<file path="config.mk">
export PLATFORM = sky130hd
export DESIGN_NAME = integer_stack_machine
export DESIGN_NICKNAME = d
export VERILOG_FILES = /design/src/design/ism_pkg.sv /design/src/design/ism_datapath.sv /design/src/design/ism_controller.sv /design/src/design/integer_stack_machine.sv
export SDC_FILE = /design/constraint.sdc
export NUM_CORES = 2
export LEC_CHECK = 0
export ABC_AREA = 0
export BUFFER_PORTS_ARGS = -buffer_cell sky130_fd_sc_hd__buf_2
export CAP_MARGIN = 30
export CORE_ASPECT_RATIO = 0.7
export CORE_MARGIN = 4
export CORE_UTILIZATION = 45
export CTS_CLUSTER_DIAMETER = 200
export DETAILED_ROUTE_END_ITERATION = 6
export GPL_TIMING_DRIVEN = 0
export PLACE_DENSITY = 0.69
export REMOVE_ABC_BUFFERS = 1
export SLEW_MARGIN = 15
export SYNTH_ARGS = -nofsm -noshare
export SYNTH_HDL_FRONTEND = slang
export SYNTH_SLANG_ARGS = --single-unit
export TNS_END_PERCENT = 1
</file>
<file path="constraint.sdc">
create_clock -name i_clk -period 5.6 [get_ports i_clk]
set_clock_uncertainty 0.15 [all_clocks]
set_input_delay 0.28 -clock i_clk [delete_from_list [all_inputs] [get_ports i_clk]]
set_output_delay 0.28 -clock i_clk [all_outputs]
set_load 0.005 [all_outputs]
</file>
<file path="src/design/ism_pkg.sv">
// Shared types and codes of the integer stack machine.
package ism_pkg;

    localparam int unsigned DataW = 32;

    typedef enum logic [2:0] {
        OP_PUSH = 3'd0,
        OP_PALL = 3'd1,
        OP_POP  = 3'd2,
        OP_PINT = 3'd3,
        OP_ADD  = 3'd4
    } t_opcode;

    typedef enum logic [2:0] {
        ERR_NONE       = 3'd0,
        ERR_PINT_EMPTY = 3'd1,
        ERR_POP_EMPTY  = 3'd2,
        ERR_ADD_SHORT  = 3'd3,
        ERR_PUSH_FULL  = 3'd4
    } t_err;

    typedef enum logic [2:0] {
        S_IDLE,
        S_OUT,
        S_ADD,
        S_ERR,
        S_HALT
    } t_state;

    // Commands from the controller to the datapath.
    typedef struct packed {
        logic push;       // write the pushed value at the top and count up
        logic rd_top;     // read the top entry (and the one below it)
        logic rd_next;    // read the entry below the print pointer, step pointer down
        logic ptr_top;    // load the print pointer with the top index
        logic ptr_clear;  // load the print pointer with zero
        logic add_wb;     // write the sum of the two read entries, count down
        logic pop;        // count down
    } t_cmd;

    // Status from the datapath to the controller.
    typedef struct packed {
        logic empty;
        logic full;
        logic two_plus;
        logic ptr_zero;
    } t_status;

endpackage

</file>
<file path="src/design/ism_datapath.sv">
// Datapath of the integer stack machine: stack memory, entry count, print pointer, adder.
module ism_datapath #(
    parameter int unsigned DEPTH = 64
) (
    input  logic                                 i_clk,
    input  logic                                 i_rst_n,
    input  ism_pkg::t_cmd                        i_cmd,
    input  logic signed [ism_pkg::DataW-1:0]     i_push_value,
    output ism_pkg::t_status                     o_status,
    output logic signed [ism_pkg::DataW-1:0]     o_rd_data
);

    localparam int unsigned AW = $clog2(DEPTH);
    localparam int unsigned CW = $clog2(DEPTH + 1);

    logic [ism_pkg::DataW-1:0] r_mem [DEPTH];
    logic [ism_pkg::DataW-1:0] r_rd_a;
    logic [ism_pkg::DataW-1:0] r_rd_b;
    logic [CW-1:0]             r_count;
    logic [CW-1:0]             n_count;
    logic [AW-1:0]             r_ptr;
    logic [AW-1:0]             n_ptr;

    logic [CW-1:0]             top_idx;
    logic [CW-1:0]             below_idx;
    logic [AW-1:0]             rd_addr_a;
    logic [AW-1:0]             wr_addr;
    logic [ism_pkg::DataW-1:0] wr_data;
    logic                      wr_en;
    logic                      rd_en;

    assign top_idx   = r_count - CW'(1);
    assign below_idx = r_count - CW'(2);
    assign rd_en     = i_cmd.rd_top | i_cmd.rd_next;
    assign rd_addr_a = i_cmd.rd_next ? (r_ptr - AW'(1)) : top_idx[AW-1:0];

    assign wr_en     = i_cmd.push | i_cmd.add_wb;
    assign wr_addr   = i_cmd.add_wb ? below_idx[AW-1:0] : r_count[AW-1:0];
    assign wr_data   = i_cmd.add_wb ? (r_rd_a + r_rd_b) : i_push_value;

    always_ff @(posedge i_clk) begin
        if (wr_en) begin
            r_mem[wr_addr] <= wr_data;
        end
        if (rd_en) begin
            r_rd_a <= r_mem[rd_addr_a];
            r_rd_b <= r_mem[below_idx[AW-1:0]];
        end
    end

    always_comb begin
        n_count = r_count;
        if (i_cmd.push) begin
            n_count = r_count + CW'(1);
        end else if (i_cmd.pop | i_cmd.add_wb) begin
            n_count = r_count - CW'(1);
        end
    end

    always_comb begin
        n_ptr = r_ptr;
        if (i_cmd.ptr_top) begin
            n_ptr = top_idx[AW-1:0];
        end else if (i_cmd.ptr_clear) begin
            n_ptr = '0;
        end else if (i_cmd.rd_next) begin
            n_ptr = r_ptr - AW'(1);
        end
    end

    always_ff @(posedge i_clk) begin
        if (!i_rst_n) begin
            r_count <= '0;
            r_ptr   <= '0;
        end else begin
            r_count <= n_count;
            r_ptr   <= n_ptr;
        end
    end

    assign o_status.empty    = (r_count == '0);
    assign o_status.full     = (r_count == CW'(DEPTH));
    assign o_status.two_plus = (r_count >= CW'(2));
    assign o_status.ptr_zero = (r_ptr == '0);
    assign o_rd_data         = r_rd_a;

endmodule

</file>
<file path="src/design/ism_controller.sv">
// Controller state machine of the integer stack machine.
module ism_controller (
    input  logic                 i_clk,
    input  logic                 i_rst_n,
    input  logic                 i_in_valid,
    output logic                 o_in_ready,
    input  logic [2:0]           i_opcode,
    output logic                 o_out_valid,
    input  logic                 i_out_ready,
    input  ism_pkg::t_status     i_status,
    output ism_pkg::t_cmd        o_cmd,
    output logic                 o_is_error,
    output logic [2:0]           o_error_code,
    output logic                 o_last
);

    ism_pkg::t_state r_state;
    ism_pkg::t_state n_state;
    ism_pkg::t_err   r_err;
    ism_pkg::t_err   n_err;
    logic            in_acc;
    logic            out_acc;

    assign in_acc  = i_in_valid & o_in_ready;
    assign out_acc = o_out_valid & i_out_ready;

    // Next state and error code.
    always_comb begin
        n_state = r_state;
        n_err   = r_err;
        unique case (r_state)
            ism_pkg::S_IDLE: begin
                if (in_acc) begin
                    unique case (i_opcode)
                        ism_pkg::OP_PUSH: begin
                            if (i_status.full) begin
                                n_state = ism_pkg::S_ERR;
                                n_err   = ism_pkg::ERR_PUSH_FULL;
                            end
                        end
                        ism_pkg::OP_PALL: begin
                            if (!i_status.empty) begin
                                n_state = ism_pkg::S_OUT;
                            end
                        end
                        ism_pkg::OP_POP: begin
                            if (i_status.empty) begin
                                n_state = ism_pkg::S_ERR;
                                n_err   = ism_pkg::ERR_POP_EMPTY;
                            end
                        end
                        ism_pkg::OP_PINT: begin
                            if (i_status.empty) begin
                                n_state = ism_pkg::S_ERR;
                                n_err   = ism_pkg::ERR_PINT_EMPTY;
                            end else begin
                                n_state = ism_pkg::S_OUT;
                            end
                        end
                        ism_pkg::OP_ADD: begin
                            if (!i_status.two_plus) begin
                                n_state = ism_pkg::S_ERR;
                                n_err   = ism_pkg::ERR_ADD_SHORT;
                            end else begin
                                n_state = ism_pkg::S_ADD;
                            end
                        end
                        default: begin
                            n_state = ism_pkg::S_IDLE;
                        end
                    endcase
                end
            end
            ism_pkg::S_OUT: begin
                if (out_acc && i_status.ptr_zero) begin
                    n_state = ism_pkg::S_IDLE;
                end
            end
            ism_pkg::S_ADD: begin
                n_state = ism_pkg::S_IDLE;
            end
            ism_pkg::S_ERR: begin
                if (out_acc) begin
                    n_state = ism_pkg::S_HALT;
                end
            end
            ism_pkg::S_HALT: begin
                n_state = ism_pkg::S_HALT;
            end
            default: begin
                n_state = ism_pkg::S_HALT;
            end
        endcase
    end

    // Outputs and datapath commands. Ready is high throughout the idle state,
    // so an input item is taken there whenever valid is high.
    always_comb begin
        o_cmd        = '0;
        o_in_ready   = 1'b0;
        o_out_valid  = 1'b0;
        o_is_error   = 1'b0;
        o_error_code = ism_pkg::ERR_NONE;
        o_last       = 1'b0;
        unique case (r_state)
            ism_pkg::S_IDLE: begin
                o_in_ready = 1'b1;
                if (i_in_valid) begin
                    unique case (i_opcode)
                        ism_pkg::OP_PUSH: o_cmd.push = !i_status.full;
                        ism_pkg::OP_PALL: begin
                            o_cmd.rd_top  = !i_status.empty;
                            o_cmd.ptr_top = !i_status.empty;
                        end
                        ism_pkg::OP_POP:  o_cmd.pop = !i_status.empty;
                        ism_pkg::OP_PINT: begin
                            o_cmd.rd_top    = !i_status.empty;
                            o_cmd.ptr_clear = !i_status.empty;
                        end
                        ism_pkg::OP_ADD:  o_cmd.rd_top = i_status.two_plus;
                        default:          o_cmd = '0;
                    endcase
                end
            end
            ism_pkg::S_OUT: begin
                o_out_valid = 1'b1;
                o_last      = i_status.ptr_zero;
                o_cmd.rd_next = i_out_ready & !i_status.ptr_zero;
            end
            ism_pkg::S_ADD: begin
                o_cmd.add_wb = 1'b1;
            end
            ism_pkg::S_ERR: begin
                o_out_valid  = 1'b1;
                o_is_error   = 1'b1;
                o_error_code = r_err;
                o_last       = 1'b1;
            end
            ism_pkg::S_HALT: begin
                // Items keep being taken so the upstream side never hangs; all are dropped.
                o_in_ready = 1'b1;
            end
            default: begin
                o_in_ready = 1'b0;
            end
        endcase
    end

    always_ff @(posedge i_clk) begin
        if (!i_rst_n) begin
            r_state <= ism_pkg::S_IDLE;
            r_err   <= ism_pkg::ERR_NONE;
        end else begin
            r_state <= n_state;
            r_err   <= n_err;
        end
    end

endmodule

</file>
<file path="src/design/integer_stack_machine.sv">
// Top level of the integer stack machine: controller plus stack datapath.
//
//  Channel   Direction  Handshake                  Payload
//  input     in         i_in_valid / o_in_ready    i_opcode, i_push_value
//  output    out        o_out_valid / i_out_ready  o_data, o_is_error, o_error_code, o_last
//
// Push and pop are done as the item is taken. Pint and add need a second step, as the
// stack memory has a registered read: entries are read as the item is taken, then
// printed or summed and written back. A pall of N entries shows its first result
// in the cycle after the item is taken, then one result per cycle while output is
// taken. An error result is held until taken, after which the block drops every item.
// Reset is synchronous and active low; it empties the stack and clears the halt.
// No new item is taken while a result is pending, so a stalled output stalls input.
module integer_stack_machine #(
    parameter int unsigned DEPTH = 64
) (
    input  logic                               i_clk,
    input  logic                               i_rst_n,
    input  logic                               i_in_valid,
    output logic                               o_in_ready,
    input  logic [2:0]                         i_opcode,
    input  logic signed [ism_pkg::DataW-1:0]   i_push_value,
    output logic                               o_out_valid,
    input  logic                               i_out_ready,
    output logic signed [ism_pkg::DataW-1:0]   o_data,
    output logic                               o_is_error,
    output logic [2:0]                         o_error_code,
    output logic                               o_last
);

    ism_pkg::t_cmd                      cmd;
    ism_pkg::t_status                   status;
    logic signed [ism_pkg::DataW-1:0]   rd_data;

    // The controller decodes each item against the stack status and steers the datapath.
    ism_controller u_ctrl (
        .i_clk        (i_clk),
        .i_rst_n      (i_rst_n),
        .i_in_valid   (i_in_valid),
        .o_in_ready   (o_in_ready),
        .i_opcode     (i_opcode),
        .o_out_valid  (o_out_valid),
        .i_out_ready  (i_out_ready),
        .i_status     (status),
        .o_cmd        (cmd),
        .o_is_error   (o_is_error),
        .o_error_code (o_error_code),
        .o_last       (o_last)
    );

    // The datapath owns the stack memory, the entry count and the print pointer.
    ism_datapath #(
        .DEPTH (DEPTH)
    ) u_dp (
        .i_clk        (i_clk),
        .i_rst_n      (i_rst_n),
        .i_cmd        (cmd),
        .i_push_value (i_push_value),
        .o_status     (status),
        .o_rd_data    (rd_data)
    );

    // Error results carry zero data; otherwise the registered read data is shown.
    assign o_data = o_is_error ? '0 : rd_data;

endmodule

</file>
==> metrics.md <==
| Metric | Value |
|---|---|
| Count of different cell masters after synthesis | 60 |
| Clock transition at path regs | 70 ps |
| Fin crit period | 5750 ps |
| Longest Clk Path Bufs | 4 |
| Global placement routability congestion | 0.836 |
| Fin crit share | 103% |
| Post-Syn Area | 0.0984 mm² |
| Most common cell in the netlist | edfxtp_1 |
| Area Overhead vs Synth | 21.6% |
| Area occupied by multi-input gates | 0.0342 mm² |
| Fmax | 174 MHz |
| Vias in the first global route | 60.1k |
| RSZ-0062 raised after global routing | true |
| Worst EP arrival | 6180 ps |
| Fin. max-slew vios | 0 |
| Fillers | 15.5k |
| Initial antenna violation count | 12 |
| Largest area contributor in the netlist | edfxtp_1 |
| CTS tree | built |
| Register area share after synthesis | 64.8% |
| Dpl hpwl | 256000 µm |
| Routed Antenna Nets | 0 |
| Most used DFF post-synth | edfxtp_1 |
| Status | finished, violations left |
| Die H | 399 µm |
| Violated checks | DRC, setup timing |
| Starting Density | 45.3% |
| Worst vdd ir | 0.000530 V |
| Avg Cell Area, Syn | 20.9 µm² |
| CP endpoint kind | flip-flop |
| Net count, final | 5232 |
| Vias post-DR | 61.7k |
| Die area | 0.226 mm² |
| Via/cell ratio | 7.50 |
| Final hold vios | 0 |
| CORE AREA | 0.217 mm² |
| Global route overflow | 0 |
| Routed wire length | 364000 µm |
| Largest net degree at the start of global routing | 65 |
| Root Buffer Master | clkbuf_16 |
| Routed WL per cell | 44.2 µm |
| Synth top cells by count | edfxtp_1 (2112), mux4_2 (1172), a22oi_1 (275), clkbuf_1 (223), nand2_1 (109) |
| Crit path launch type | flip-flop |
| Syn. warnings | 0 |
| Die width | 567 µm |
| Max H-tree Level | 4 |
| CTS sink cnt | 2131 |
| Worst hold path class | input pin to flip-flop |
| Max_cap viols | 0 |
| Non-Filler Instances | 8227 |
| Port bufs | 77 |
| Setup CP Type | flip-flop to flip-flop |
| Post-synth EDFFs | 2112 |
| Share of the synthesized area in the top cell type | 64.4% |
| DR iter-0 viols | 11.9k |
| PD cells | 671 mW/mm² |
| Skew-Pair Late Insertion Delay | 910 ps |
| Measured slew at the worst slew-check pin | 1210 ps |
| Num CTS Buffers | 206 |
| Hold WS | 18.9 ps |
| Dpl cells | 7804 |
| Sequential Area | 0.0638 mm² |
| Post-route DRC | 2 |
| CP max FO | 43 |
| Leak pwr | 36.8 nW |
| CP Data Required Time | 6030 ps |
| Cells after Synth | 4703 |
| Yosys reg bits | 2131 |
| Area contributors post-synth | edfxtp_1 (64%), mux4_2 (27%), a22oi_1 (2.1%) |
| Ratio of cells with drive above 1 in the final layout | 40.9% |
| Total power | 80.3 mW |
| Gr usage total | 32.0% |
| First-pass GRT wire length | 500000 µm |
| Final count of negative-setup-slack endpoints | 57 |
| # IOs | 78 |
| Slew margin rel. | 19.7% |
| # rows | 143 |
| Drt first pass iters | 7 |
| Post-synth ARST share | 0% |
| Final WS setup | -153 ps |
-- layout make-up --
cell class	count	area share, %
inverter	18	0.0564
multi-input combinational	2201	28.6
timing repair buffer	596	9.52
antenna	11	0.0230
tap	2900	3.03
sequential	2131	53.3
clock inverter	122	1.03
clock buffer	248	4.46
-- logic make-up after synthesis --
group           Yosys count  synth area share (%)
compound gates          476                  3.41
xor+xnor                 45                 0.400
fa+ha+maj                39                 0.503
buf+inv                 371                  1.56
flops                  2131                  64.8
mux                    1180                  26.9
simple gates            461                  2.42
-- layout by cell type, fill, tap and decap left out, types with 23 or more instances in the layout --
cell type	count
edfxtp_1	2112
mux4_2	1172
buf_16	268
a22oi_1	254
clkbuf_16	207
nand2_1	100
buf_12	82
buf_2	80
nand4_1	73
buf_6	71
nor2_4	64
buf_8	51
and2_1	49
clkinv_1	42
clkbuf_1	41
a21oi_1	40
clkinv_2	38
ha_1	37
nor2_1	34
dlygate4sd3_1	34
or2_1	31
xnor2_1	26
bufinv_16	24
o21ai_0	23
-- metrics by stage --
step	area [µm²]	util, %	TNS, ps	setup WS [ps]
detailed placement	113000	51.9	-2790	-379
global placement	101000	46.5	-	-102400
floorplan	97000	-	-	-64480
finish	120000	55.1	-2770	-153
global route	120000	55.1	-2960	-130
CTS	120000	55.0	-3.31	-3.31
-- final timing paths --
| kind | from | end | slack (ps) | depth (start not counted) |
|---|---|---|---|---|
| min reg2reg | u_ctrl.r_state[2] | u_ctrl.r_state[0] | 380 | 1 |
| min | i_push_value[8] | u_dp.r_mem[24][8] | 20 | 4 |
| max reg2reg | u_dp.r_count[1] | u_dp.r_mem[35][30] | -150 | 11 |
| max | u_dp.r_count[1] | u_dp.r_mem[35][30] | -150 | 11 |
-- report_power, final --
| part | switching, mW | internal, mW | leakage, nW |
|---|---|---|---|
| Clock | 6.17 | 7.88 | 3.21 |
| Sequential | 0.687 | 20.9 | 19.2 |
| Combinational | 24.6 | 20.0 | 14.4 |
-- worst max-delay path, stage by stage, from the launching register on --
cell and delay, ps:
dfxtp_4 780, buf_16 330, buf_16 290, nor3_1 250
xnor2_2 970, nand2_1 90, o21ai_0 310, mux2_2 300
nand2_1 480, nor2_4 910, buf_16 280, buf_16 200
-- registers in the layout (all words and copies together) (netlist names) --
signal	flops
u_ctrl.r_err	3
u_ctrl.r_state	3
u_dp.o_rd_data	32
u_dp.r_count	7
u_dp.r_mem	2048
u_dp.r_ptr	6
u_dp.r_rd_b	32
-- layer usage --
layer	vias up	track usage, %	routed length, µm
met5	-	0.0213	58
met4	8	19.2	27900
met3	1529	12.8	57500
met2	6441	47.2	160000
met1	31900	40.0	118000
li1	21800	-	-
-- repair_timing --
action | CTS | global route
setup buffers | 2 | 3
setup endpoints to repair | 45 | 180
hold endpoints to repair | 552 | 11
pin swaps | 3 | 4
resized for setup | 3 | 7
hold buffers | 33 | 1
No activity file was read; power rests on OpenSTA's default activity.
